File: config.mk
export PLATFORM = sky130hd
export DESIGN_NAME = percent_decode_keep_slashes_top
export DESIGN_NICKNAME = d
export VERILOG_FILES = /design/src/hdl/pdks_pkg.sv /design/src/hdl/pdks_decode.sv /design/src/hdl/pdks_out_buf.sv /design/src/hdl/percent_decode_keep_slashes_top.sv
export SDC_FILE = /design/constraint.sdc
export NUM_CORES = 1
export LEC_CHECK = 0
export BUFFER_PORTS_ARGS = -buffer_cell sky130_fd_sc_hd__buf_4
export CAP_MARGIN = 5
export CORE_AREA = 2 2 91 93
export CTS_BUF_LIST = sky130_fd_sc_hd__clkbuf_2
export CTS_CLUSTER_DIAMETER = 80
export DETAILED_ROUTE_END_ITERATION = 8
export DIE_AREA = 0 0 93 95
export GPL_TIMING_DRIVEN = 0
export HOLD_SLACK_MARGIN = 0.1
export PLACE_DENSITY = 0.59
export SLEW_MARGIN = 5
export SYNTH_ARGS = -nofsm -noshare
export SYNTH_HDL_FRONTEND = slang
export SYNTH_SLANG_ARGS = --single-unit
File: constraint.sdc
create_clock -name clk -period 3.94 [get_ports clk]
set_clock_uncertainty 0.2 [all_clocks]
set_input_delay 0.394 -clock clk [delete_from_list [all_inputs] [get_ports clk]]
set_output_delay 0.394 -clock clk [all_outputs]
set_load 0.02 [all_outputs]
File: src/hdl/pdks_pkg.sv
`default_nettype none
package pdks_pkg;

  localparam logic [7:0] CH_PCT   = 8'h25;
  localparam logic [7:0] CH_SLASH = 8'h2F;
  localparam logic [7:0] CH_BSL   = 8'h5C;

  localparam int MAX_RES = 3;
  localparam int CNT_W   = 2;
  localparam int IDX_W   = 2;

  typedef enum logic [1:0] {
    PH_PLAIN = 2'd0,
    PH_PCT   = 2'd1,
    PH_DIGIT = 2'd2,
    PH_DROP  = 2'd3
  } phase_t;

  typedef struct packed {
    logic [7:0] out_byte;
    logic       bad_encoding;
    logic       path_end;
    logic       run_last;
  } res_t;

  // everything one input item produces, handed to the output buffer
  typedef struct packed {
    logic [CNT_W-1:0] count;
    res_t             res2;
    res_t             res1;
    res_t             res0;
  } dec_out_t;

  function automatic logic hex_ok(input logic [7:0] c);
    logic ok;
    case (c) inside
      [8'h30:8'h39], [8'h41:8'h46], [8'h61:8'h66]: ok = 1'b1;
      default: ok = 1'b0;
    endcase
    return ok;
  endfunction

  function automatic logic [3:0] hex_val(input logic [7:0] c);
    logic [7:0] v;
    case (c) inside
      [8'h30:8'h39]: v = c - 8'h30;
      [8'h41:8'h46]: v = c - 8'h37;
      [8'h61:8'h66]: v = c - 8'h57;
      default:       v = 8'h00;
    endcase
    return v[3:0];
  endfunction

endpackage
`default_nettype wire

File: src/hdl/pdks_decode.sv
`default_nettype none
module pdks_decode (
  input  wire logic              clk,
  input  wire logic              rst_n,
  input  wire logic [7:0]        char_in,
  input  wire logic              is_last,
  input  wire logic              adv,
  output pdks_pkg::dec_out_t     dec
);

  pdks_pkg::phase_t phase_r, phase_nxt;
  logic [7:0]       held_r, held_nxt;
  logic [7:0]       v;
  pdks_pkg::res_t   fail_res;

  always_ff @(posedge clk) begin
    if (!rst_n) begin
      phase_r <= pdks_pkg::PH_PLAIN;
      held_r  <= 8'h00;
    end else if (adv) begin
      phase_r <= phase_nxt;
      held_r  <= held_nxt;
    end
  end

  assign fail_res = '{out_byte: 8'h00, bad_encoding: 1'b1, path_end: 1'b1, run_last: 1'b1};
  assign v = {pdks_pkg::hex_val(held_r), pdks_pkg::hex_val(char_in)};

  always_comb begin
    phase_nxt = phase_r;
    held_nxt  = held_r;
    dec       = '0;
    case (phase_r)
      pdks_pkg::PH_PLAIN: begin
        if (char_in != pdks_pkg::CH_PCT) begin
          dec.count = 2'd1;
          dec.res0  = '{out_byte: char_in, bad_encoding: 1'b0, path_end: is_last,
                        run_last: 1'b1};
        end else if (is_last) begin
          dec.count = 2'd1;
          dec.res0  = fail_res;
        end else begin
          phase_nxt = pdks_pkg::PH_PCT;
        end
      end
      pdks_pkg::PH_PCT: begin
        if (!pdks_pkg::hex_ok(char_in) || is_last) begin
          dec.count = 2'd1;
          dec.res0  = fail_res;
          phase_nxt = is_last ? pdks_pkg::PH_PLAIN : pdks_pkg::PH_DROP;
        end else begin
          held_nxt  = char_in;
          phase_nxt = pdks_pkg::PH_DIGIT;
        end
      end
      pdks_pkg::PH_DIGIT: begin
        if (!pdks_pkg::hex_ok(held_r) || !pdks_pkg::hex_ok(char_in)) begin
          dec.count = 2'd1;
          dec.res0  = fail_res;
          phase_nxt = is_last ? pdks_pkg::PH_PLAIN : pdks_pkg::PH_DROP;
        end else begin
          phase_nxt = pdks_pkg::PH_PLAIN;
          if (v != pdks_pkg::CH_SLASH && v != pdks_pkg::CH_BSL) begin
            dec.count = 2'd1;
            dec.res0  = '{out_byte: v, bad_encoding: 1'b0, path_end: is_last,
                          run_last: 1'b1};
          end else begin
            // encoded slash or backslash stays encoded: replay the three source characters
            dec.count = 2'd3;
            dec.res0  = '{out_byte: pdks_pkg::CH_PCT, bad_encoding: 1'b0,
                          path_end: 1'b0, run_last: 1'b0};
            dec.res1  = '{out_byte: held_r, bad_encoding: 1'b0, path_end: 1'b0,
                          run_last: 1'b0};
            dec.res2  = '{out_byte: char_in, bad_encoding: 1'b0, path_end: is_last,
                          run_last: 1'b1};
          end
        end
      end
      default: begin
        if (is_last) phase_nxt = pdks_pkg::PH_PLAIN;
      end
    endcase
  end

endmodule
`default_nettype wire

File: src/hdl/pdks_out_buf.sv
`default_nettype none
module pdks_out_buf (
  input  wire logic                           clk,
  input  wire logic                           rst_n,
  input  wire logic                           load,
  input  wire pdks_pkg::dec_out_t             dec,
  input  wire logic                           pop,
  output logic [pdks_pkg::CNT_W-1:0]          rem,
  output pdks_pkg::res_t                      head
);

  pdks_pkg::res_t                 ent_r [pdks_pkg::MAX_RES];
  logic [pdks_pkg::CNT_W-1:0]     rem_r;
  logic [pdks_pkg::IDX_W-1:0]     head_r;

  always_ff @(posedge clk) begin
    if (!rst_n) begin
      rem_r  <= '0;
      head_r <= '0;
    end else if (load) begin
      rem_r  <= dec.count;
      head_r <= '0;
    end else if (pop) begin
      rem_r  <= rem_r - 2'd1;
      head_r <= head_r + 2'd1;
    end
  end

  always_ff @(posedge clk) begin
    if (load) begin
      ent_r[0] <= dec.res0;
      ent_r[1] <= dec.res1;
      ent_r[2] <= dec.res2;
    end
  end

  always_comb begin
    case (head_r)
      2'd0:    head = ent_r[0];
      2'd1:    head = ent_r[1];
      default: head = ent_r[2];
    endcase
  end

  assign rem = rem_r;

endmodule
`default_nettype wire

File: src/hdl/percent_decode_keep_slashes_top.sv
// channel | direction | ports
// input   | in        | in_valid, in_stall, in_char_in, in_is_last
// result  | out       | out_valid, out_stall, out_byte, out_bad_encoding, out_path_end,
//         |           | out_run_last
//
// one input transaction per cycle sustained while the result buffer has room;
// the first result appears after the input register, then the result buffer
// a kept slash yields three results, read out one per cycle from the result buffer while
// out_stall is low, so a following input that yields results stalls behind it
// synchronous active-low reset clears the decode phase and empties both stages
// out_stall holds the head result; the input register still fills behind it
`default_nettype none
module percent_decode_keep_slashes_top (
  input  wire logic       clk,
  input  wire logic       rst_n,
  input  wire logic       in_valid,
  output logic            in_stall,
  input  wire logic [7:0] in_char_in,
  input  wire logic       in_is_last,
  output logic            out_valid,
  input  wire logic       out_stall,
  output logic [7:0]      out_byte,
  output logic            out_bad_encoding,
  output logic            out_path_end,
  output logic            out_run_last
);

  logic                          v1_r;
  logic [7:0]                    char_r;
  logic                          last_r;
  logic                          adv, pop, buf_free, load;
  logic [pdks_pkg::CNT_W-1:0]    rem;
  pdks_pkg::dec_out_t            dec;
  pdks_pkg::res_t                head;

  assign out_valid = (rem != '0);
  assign pop       = out_valid && !out_stall;
  assign buf_free  = (rem == '0) || (rem == 2'd1 && pop);
  // items that produce nothing only move the phase and need no buffer space
  assign adv       = v1_r && (buf_free || dec.count == '0);
  assign load      = adv && (dec.count != '0);
  assign in_stall  = v1_r && !adv;

  always_ff @(posedge clk) begin
    if (!rst_n) begin
      v1_r <= 1'b0;
    end else if (!in_stall) begin
      v1_r <= in_valid;
    end
  end

  always_ff @(posedge clk) begin
    if (in_valid && !in_stall) begin
      char_r <= in_char_in;
      last_r <= in_is_last;
    end
  end

  pdks_decode u_decode (
    .clk     (clk),
    .rst_n   (rst_n),
    .char_in (char_r),
    .is_last (last_r),
    .adv     (adv),
    .dec     (dec)
  );

  pdks_out_buf u_out_buf (
    .clk   (clk),
    .rst_n (rst_n),
    .load  (load),
    .dec   (dec),
    .pop   (pop),
    .rem   (rem),
    .head  (head)
  );

  assign out_byte         = head.out_byte;
  assign out_bad_encoding = head.bad_encoding;
  assign out_path_end     = head.path_end;
  assign out_run_last     = head.run_last;

  // a result that is not the last of its run is always followed by another
  a_run_continues: assert property (@(posedge clk) disable iff (!rst_n)
    (out_valid && !out_stall && !out_run_last) |=> out_valid)
    else $error("result run broken before run_last");

  a_bad_ends_path: assert property (@(posedge clk) disable iff (!rst_n)
    (out_valid && out_bad_encoding) |-> (out_path_end && out_run_last && out_byte == 8'h00))
    else $error("error result without path end");

  a_stall_has_item: assert property (@(posedge clk) disable iff (!rst_n)
    in_stall |-> (v1_r && out_valid))
    else $error("input stalled with nothing pending");

endmodule
`default_nettype wire
==> reports/metrics.csv, run 1 <==
metric;value;unit
rsz0062_at_grt;false;
top_usage_layer;met2;
routedWlPerCell;15.43;µm
grt_max_degree;32;
fillCellCount;761;
postCtsSetupBuffers;0;
grtUsageMet2;28.14;%
period_minus_slack;3584;ps
hold_class;flip-flop to flip-flop;
final_common_cell;nand2_1;
cp_max_fo;8;
finalSetupViolCount;0;
diodes;0;
vdd_ir_drop_max;0.1797;mV
place_inst;439;
synth-simple-area-share;18.35;%
htreeDepth;2;
p_leak;1.363;nW
rows;33;
clock_sinks;53;
fin_cells;459;
clkSlewWorstSetupHoldPaths;310;ps
power_density;337.4;nW/µm²
pin_count;26;
synth_top_family_by_area;compound AO/OA/AOI/OAI gates;
hpwl;5064;µm
reg2regPathDepth;9;
power;1.221;mW
grt_pass1_vias;2377;
vias;2525;
min_path_cells;2;
async_flop_share;0;%
wl;7082;µm
yosysUniqueCellTypes;60;
syn_area_per_cell;10.09;µm²
synth_xor_xnor_area_share;1.142;%
port_buffers;25;
worst_slack;356.0;ps
core;7928;µm²
clk_path_buf_depth;2;
fin_nets;381;
start_util;38.70;%
crit_arrival;2990;ps
synth-compound-area-share;19.74;%
endpoint_kind;output port;
ys_seq_area_share;46.98;%
max_slew_margin;51.99;%
status;finished clean;
crit_required;3350;ps
netlist_area;3068;µm²
syn_to_final_growth;17.94;%
fin_crit_sh;90.97;%
synthAdderAreaFrac;6.117;%
gp_congestion;0.9179;
ys_ff_latch;53;
max_freq;279.0;MHz
cts_tree;built;
die_area;8835;µm²
muxShareOfSynthArea;3.263;%
die_x;93;µm
mostFrequentLayoutCells;39 x nand2_1, 38 x edfxtp_1, 25 x buf_4;
drc;0;
synth_cells;304;
first_iter_violations;227;
cts-root-buf;clkbuf_2;
ant_nets;0;
synth_edf_count;38;
die_y;95;µm
dp_slack;217.2;ps
antenna_found_initial;0;
drv_cap;0;
hold_viol_final;0;
met3_usage;3.192;%
grt_pass1_wl;11570;µm
synth_top_flop_cell;edfxtp_1;
grt-ovfl-total;0;
worst_slew_pin_slew;718.7;ps
met1_usage;22.26;%
drive_gt1_share;12.71;%
clkLatencyLatePin;480;ps
crit_type;flip-flop to output port;
worst_setup_path_start_kind;flip-flop;
fin_setup_tns;0;ps
yosysWarnings;0;
final_util;45.64;%
maxSlewViolCount;0;
cts_made_buffers;5;
vias_per_cell;5.501;
drt_pass1_iterations;4;
gr-usage-all-layers;16.79;%
## cells in the mapped netlist, drive strengths merged (4+ instances only)
library cell,number,area [µm²]
nor2,8,30.03
a21oi,11,66.32
nor3b,5,37.54
and3,5,31.28
o21ai,11,55.05
dfxtp,15,300.3
clkbuf,12,45.04
a22o,4,35.03
nor4,8,50.05
edfxtp,38,1141
and2,6,37.54
nor2b,9,56.30
a211oi,7,52.55
a22oi,9,67.56
ha,15,187.7
nand2,39,146.4
inv,21,78.83
mux2i,10,100.1
nor3,8,40.04
nand2b,4,25.02
## report_power, final
group	switching (mW)	internal, mW	leakage (nW)
Sequential	0.0222	0.648	0.476
Clock	0.193	0.0494	0.0335
Combinational	0.180	0.129	0.853
## through the flow
| step | hold slack, ps | area [µm²] |
|---|---|---|
| floorplan | 268.6 | 3083 |
| global placement | 285.0 | 3402 |
| detailed placement | 300.3 | 3433 |
| CTS | 329.0 | 3605 |
| global route | 348.0 | 3618 |
| finish | 324.4 | 3618 |
## registers in the layout, indices dropped and copies added, names as in the netlist
register          cells
u_decode.held_r       8
last_r                1
char_r                8
u_out_buf.head_r      2
u_out_buf.ent_r      29
v1_r                  1
u_out_buf.rem         2
u_decode.phase_r      2
## logic make-up after synthesis
family	Yosys count
AND/OR/NAND/NOR	105
AO/OA/AOI/OAI	81
flip-flops	53
buffers and inverters	35
adder cells (fa/ha/maj)	15
multiplexers	10
XOR/XNOR	4
other	1
## worst max-delay path: stages (launching register included)
cell	delay, ps
edfxtp_1	460
clkbuf_1	340
inv_1	160
ha_1	260
o21ba_2	230
o21ai_2	300
a21oi_4	160
o21a_1	210
nor2_1	210
buf_4	200
## path summary, 6_finish.rpt
path                        from                    end  slack (ps)
max                    char_r[0]               in_stall         360
min          u_decode.phase_r[1]    u_decode.phase_r[1]         320
max reg2reg   u_decode.held_r[0]  u_out_buf.ent_r[0][3]         430
min reg2reg  u_decode.phase_r[1]    u_decode.phase_r[1]         320
## metal layers
| metal | wire length (µm) | part of all wire (%) | vias up |
|---|---|---|---|
| met3 | 342 | 4.8 | 7 |
| met2 | 3346 | 47 | 75 |
| met5 | 0 | 0 | - |
| li1 | - | - | 1238 |
| met4 | 101 | 1.4 | 0 |
| met1 | 3291 | 46 | 1205 |
## timing repair
action | CTS | global route
gates resized for setup | 1 | 4
endpoints found under the setup margin | 1 | 14
hold buffers | 12 | 0
endpoints found under the hold margin | 16 | 0
## layout make-up
| type | count | area [µm²] | area share [%] |
|---|---|---|---|
| plain buffers | 14 | 52.55 | 1.452 |
| inverters | 21 | 78.83 | 2.178 |
| clock inverters | 3 | 26.28 | 0.7261 |
| multi-input cells | 220 | 1535 | 42.43 |
| repair buffers | 38 | 327.8 | 9.059 |
| well taps | 105 | 131.4 | 3.631 |
| clock buffers | 5 | 25.02 | 0.6916 |
| flip-flops and latches | 53 | 1441 | 39.83 |
Note: power is estimated with default switching activity, not from simulation.
==> run 2: changes to the inputs <==
Settings changed: CORE_AREA 2 2 91 93 to 2 2 127 67, DIE_AREA 0 0 93 95 to 0 0 129 69, PLACE_DENSITY 0.59 to 0.6.
==> reports/metrics.csv, run 2 (synthesis gave the netlist of run 1 again) <==
metric;value;unit;change
core;7799;µm²;-1.6%
vias;2576;;+2.0%
period_minus_slack;3785;ps;+200.5 ps
clock_sinks;53;;unchanged
rows;23;;-30%
die_x;129;µm;+39%
cp_max_fo;8;;unchanged
endpoint_kind;flip-flop;;
grt-ovfl-total;0;;unchanged
rsz0062_at_grt;true;;
finalSetupViolCount;0;;unchanged
start_util;39.34;%;+0.64 points
routedWlPerCell;16.21;µm;+5.0%
drv_cap;0;;unchanged
p_seq_share;55.0;%;about the same
hold_class;flip-flop to flip-flop;;
postCtsSetupBuffers;0;;unchanged
comb_power_share;26.0;%;+0.7 points
drt_pass1_iterations;5;;+1
pin_count;26;;unchanged
power;1.219;mW;-0.15%
ant_nets;0;;unchanged
vdd_ir_drop_max;0.1306;mV;-27%
mostFrequentLayoutCells;39 x nand2_1, 38 x edfxtp_1, 25 x buf_4;;
drive_gt1_share;12.43;%;-0.28 points
cts-root-buf;clkbuf_2;;
p_int;0.8224;mW;-0.42%
vias_per_cell;5.528;;+0.49%
crit_required;3990;ps;+640 ps
hold_viol_final;0;;unchanged
syn_to_final_growth;17.94;%;unchanged
worst_slew_pin_slew;731.1;ps;+12.39 ps
met1_usage;28.70;%;+6.4 points
clkLatencyLatePin;480;ps;about the same
gp_congestion;0.9428;;+2.7%
p_clk_share;19.0;%;-0.8 points
fin_crit_sh;96.06;%;+5.1 points
htreeDepth;2;;unchanged
reg.largest.list;u_out_buf.ent_r: 29 flops, char_r: 8 flops, u_decode.held_r: 8 flops;;
top_usage_layer;met1;;
whs;324.2;ps;-0.2040 ps
die_y;69;µm;-27%
drc;0;;unchanged
p_switching;0.3968;mW;+0.40%
fin_setup_tns;0;ps;unchanged
first_iter_violations;249;;+9.7%
fin_cells;466;;+1.5%
maxSlewViolCount;0;;unchanged
worst_setup_path_start_kind;flip-flop;;
crit_arrival;3830;ps;+840 ps
grt_max_degree;32;;unchanged
diodes;0;;unchanged
fin_nets;381;;unchanged
status;finished clean;;
cts_made_buffers;5;;unchanged
grtUsageMet2;21.87;%;-6.3 points
crit_type;flip-flop to flip-flop;;
largest_register_ffs;29;;unchanged
power_density;336.9;nW/µm²;-0.15%
antenna_found_initial;0;;unchanged
final_common_cell;nand2_1;;
hpwl;5610;µm;+11%
gr-usage-all-layers;17.63;%;+0.84 points
wl;7553;µm;+6.7%
die_area;8901;µm²;+0.75%
max_freq;264.2;MHz;-5.3%
grt_pass1_wl;12120;µm;+4.8%
clkSlewWorstSetupHoldPaths;320;ps;about the same
max_slew_margin;51.16;%;-0.83 points
grt_pass1_vias;2333;;-1.9%
place_inst;446;;+1.6%
met3_usage;6.289;%;+3.1 points
largest-register;u_out_buf.ent_r;;
placed_area;3442;µm²;+0.26%
cts_tree;built;;
port_buffers;25;;unchanged
design_area;3618;µm²;unchanged
p_leak;1.357;nW;-0.43%
swShare;32.55;%;+0.18 points
clk_path_buf_depth;2;;unchanged
## run 2: cell count changes in the layout (fill, tap and decap cells not counted), sizes merged
| cell | previous run | this run |
|---|---|---|
| inv | 22 | 21 |
| clkinv | 2 | 3 |
## run 2: power groups by stage
| stage | logic, mW | clock network, mW | registers (mW) |
|---|---|---|---|
| after detailed placement | 0.305 | 0 | 0.682 |
| after floorplan | 0.191 | 0 | 0.676 |
| final | 0.317 | 0.231 | 0.671 |
| after CTS | 0.316 | 0.247 | 0.670 |
| after global routing | 0.347 | 0.268 | 0.676 |
| after global placement | 0.294 | 0 | 0.684 |
## run 2: worst paths after layout
check / to / slack [ps] / cells past startpoint / from
setup / recovery: u_out_buf.ent_r[0][3] / 160 / 9 / u_decode.held_r[0]
setup reg to reg: u_out_buf.ent_r[0][3] / 160 / 9 / u_decode.held_r[0]
hold / removal: u_decode.phase_r[1] / 320 / 2 / u_decode.phase_r[1]
hold reg to reg: u_decode.phase_r[1] / 320 / 2 / u_decode.phase_r[1]
## run 2: worst max-delay path, stage by stage (launching register included)
cell and delay [ps]:
dfxtp_1 430, clkbuf_1 300, inv_1 200, ha_1 270, o21bai_1 430, o221ai_1 200
a2111oi_0 670, nand3_1 200, or2_2 330, a221oi_1 360
## run 2: routing by layer
metal / vias to the layer above / wire length, µm
li1: 1245 / -
met1: 1197 / 3985
met2: 127 / 2781
met3: 7 / 747
met4: 0 / 38
met5: - / 0
## run 2: through the flow
step | util (%) | setup slack [ps]
5_1_grt | 46.40 | -77.26
3_5_place_dp | 44.14 | 278.5
2_1_floorplan | - | 26.90
3_3_place_gp | 43.74 | -1014
4_1_cts | 46.29 | 166.1
6_report | 46.40 | 155.4
## run 2: area by class of cell
type | count | area (µm²)
buffer | 14 | 52.55
clock buffer | 5 | 25.02
clock inverter | 3 | 22.52
fill | 739 | 4180
inverter | 21 | 78.83
multi-input combinational | 220 | 1530
sequential | 53 | 1441
tap | 112 | 140.1
timing repair buffer | 38 | 327.8
## run 2: repair_timing
action	in CTS	in global routing
setup endpoints to repair	1	2
resized for setup	1	2
endpoints found under the hold margin	16	0
hold buffers	12	0
==> run 3: changes to the inputs <==
Settings changed: GPL_TIMING_DRIVEN 0 to default.
==> reports/metrics.csv, run 3 (synthesis gave the netlist of run 1 again) <==
metric;value;unit;change
regArea;1441;µm²;unchanged
worst_slew_pin_slew;682.6;ps;-48.48 ps
fillCellCount;733;;-0.81%
cts-root-buf;clkbuf_2;;
finalSetupViolCount;0;;unchanged
endpoint_kind;output port;;
syn_to_final_growth;16.84;%;
grt_pass1_wl;12170;µm;+0.40%
max_slew_margin;54.33;%;+3.2 points
htreeDepth;2;;unchanged
whs;324.6;ps;+0.4540 ps
p_int;0.8820;mW;+7.3%
p_leak;1.359;nW;+0.13%
core;7799;µm²;unchanged
diodes;0;;unchanged
swShare;31.14;%;-1.4 points
drive_gt1_share;12.83;%;+0.40 points
largest-register;u_out_buf.ent_r;;
pin_count;26;;unchanged
fin_setup_tns;0;ps;unchanged
vias;2530;;-1.8%
p_clk_share;23.2;%;+4.2 points
reg.largest.list;u_out_buf.ent_r: 29 flops, char_r: 8 flops, u_decode.held_r: 8 flops;;
rsz0062_at_grt;false;;
die_x;129;µm;unchanged
power;1.281;mW;+5.1%
port_buffers;25;;unchanged
crit_required;3350;ps;-640 ps
fin_crit_sh;90.37;%;-5.7 points
vias_per_cell;5.560;;+0.59%
power_density;357.3;nW/µm²;+6.0%
crit_arrival;2970;ps;-860 ps
crit_type;flip-flop to output port;;
cts_made_buffers;5;;unchanged
hpwl;5589;µm;-0.38%
rows;23;;unchanged
grt-ovfl-total;0;;unchanged
vdd_ir_drop_max;0.1626;mV;+24%
die_area;8901;µm²;unchanged
p_seq_share;53.0;%;-2.0 points
drt_pass1_iterations;5;;unchanged
first_iter_violations;396;;+59%
gp_congestion;1.019;;+8.1%
routedWlPerCell;16.84;µm;+3.9%
final_common_cell;nand2_1;;
cp_max_fo;10;;+2
gr-usage-all-layers;17.63;%;about the same
dp_slack;511.5;ps;+233.0 ps
period_minus_slack;3561;ps;-224.0 ps
grt_pass1_vias;2260;;-3.1%
worst_setup_path_start_kind;flip-flop;;
placed_area;3385;µm²;-1.7%
ant_nets;0;;unchanged
wl;7660;µm;+1.4%
hold_class;flip-flop to flip-flop;;
antenna_found_initial;0;;unchanged
mostFrequentLayoutCells;39 x nand2_1, 38 x edfxtp_1, 28 x buf_4;;
hold_viol_final;0;;unchanged
drv_cap;0;;unchanged
start_util;39.34;%;unchanged
die_y;69;µm;unchanged
clock_sinks;53;;unchanged
postCtsSetupBuffers;0;;unchanged
clkSlewWorstSetupHoldPaths;270;ps;-50 ps
largest_register_ffs;29;;unchanged
multi_input_comb_area;1515;µm²;-0.98%
comb_power_share;23.8;%;-2.2 points
cts_tree;built;;
p_switching;0.3988;mW;+0.51%
worst_slack;379.4;ps;+224.0 ps
maxSlewViolCount;0;;unchanged
fin_nets;370;;-2.9%
clkLatencyLatePin;470;ps;about the same
status;finished clean;;
max_freq;280.9;MHz;+6.3%
drc;0;;unchanged
clk_path_buf_depth;2;;unchanged
grt_max_degree;34;;+6.3%
design_area;3585;µm²;-0.93%
-- run 3: cell types whose count changed in the layout (fill, tap and decap cells not counted), sizes merged --
| cell | previous run | this run |
|---|---|---|
| clkbuf | 17 | 5 |
| clkinv | 3 | 1 |
| bufinv | 0 | 1 |
| dlygate4sd3 | 12 | 13 |
| inv | 21 | 22 |
-- run 3: worst max-delay path, stage by stage (launching register included) --
cell      delay, ps
edfxtp_1        610
inv_1           220
ha_1            220
nor3b_1         430
a311o_1         310
a21oi_4         130
o21a_1          200
nor2_1          190
buf_4           190
-- run 3: layout make-up --
type | instances | share of cell area (%)
Sequential cell | 53 | 40.21
Multi-Input combinational cell | 220 | 42.27
Timing Repair Buffer | 41 | 9.494
Inverter | 21 | 2.199
Clock inverter | 3 | 1.222
Clock buffer | 5 | 0.6981
Tap cell | 112 | 3.909
-- run 3: per-layer routing --
layer	routed length, µm	vias to the layer above	track usage (%)
met2	2748	133	21.63
li1	-	1213	-
met4	53	0	2.899
met3	796	8	5.901
met1	4062	1176	29.11
met5	0	-	0
-- run 3: final timing paths --
check	start	to	slack, ps	depth (start not counted)
min	u_decode.phase_r[1]	u_decode.phase_r[1]	320	2
max reg2reg	char_r[0]	u_out_buf.ent_r[0][3]	500	8
max	char_r[0]	in_stall	380	8
min reg2reg	u_decode.phase_r[1]	u_decode.phase_r[1]	320	2
-- run 3: power groups by stage --
| stage | Combinational, mW | Clock [mW] | Sequential, mW |
|---|---|---|---|
| 2_1_floorplan | 0.191 | 0 | 0.676 |
| 3_3_place_gp | 0.291 | 0 | 0.689 |
| 3_5_place_dp | 0.293 | 0 | 0.690 |
| 4_1_cts | 0.304 | 0.305 | 0.678 |
| 5_1_grt | 0.333 | 0.323 | 0.684 |
| 6_report | 0.305 | 0.297 | 0.678 |
-- run 3: per-stage QoR --
step / cells / util, %
6_report: 455 / 45.97
5_1_grt: 455 / 45.97
4_1_cts: 455 / 45.95
3_5_place_dp: 434 / 43.40
3_3_place_gp: 434 / 43.40
2_1_floorplan: 308 / -
-- run 3: what timing repair did --
item,4_1_cts,5_1_grt
endpoints found under the hold margin,24,0
endpoints found under the setup margin,0,1
resized for setup,0,1
hold buffers,13,0
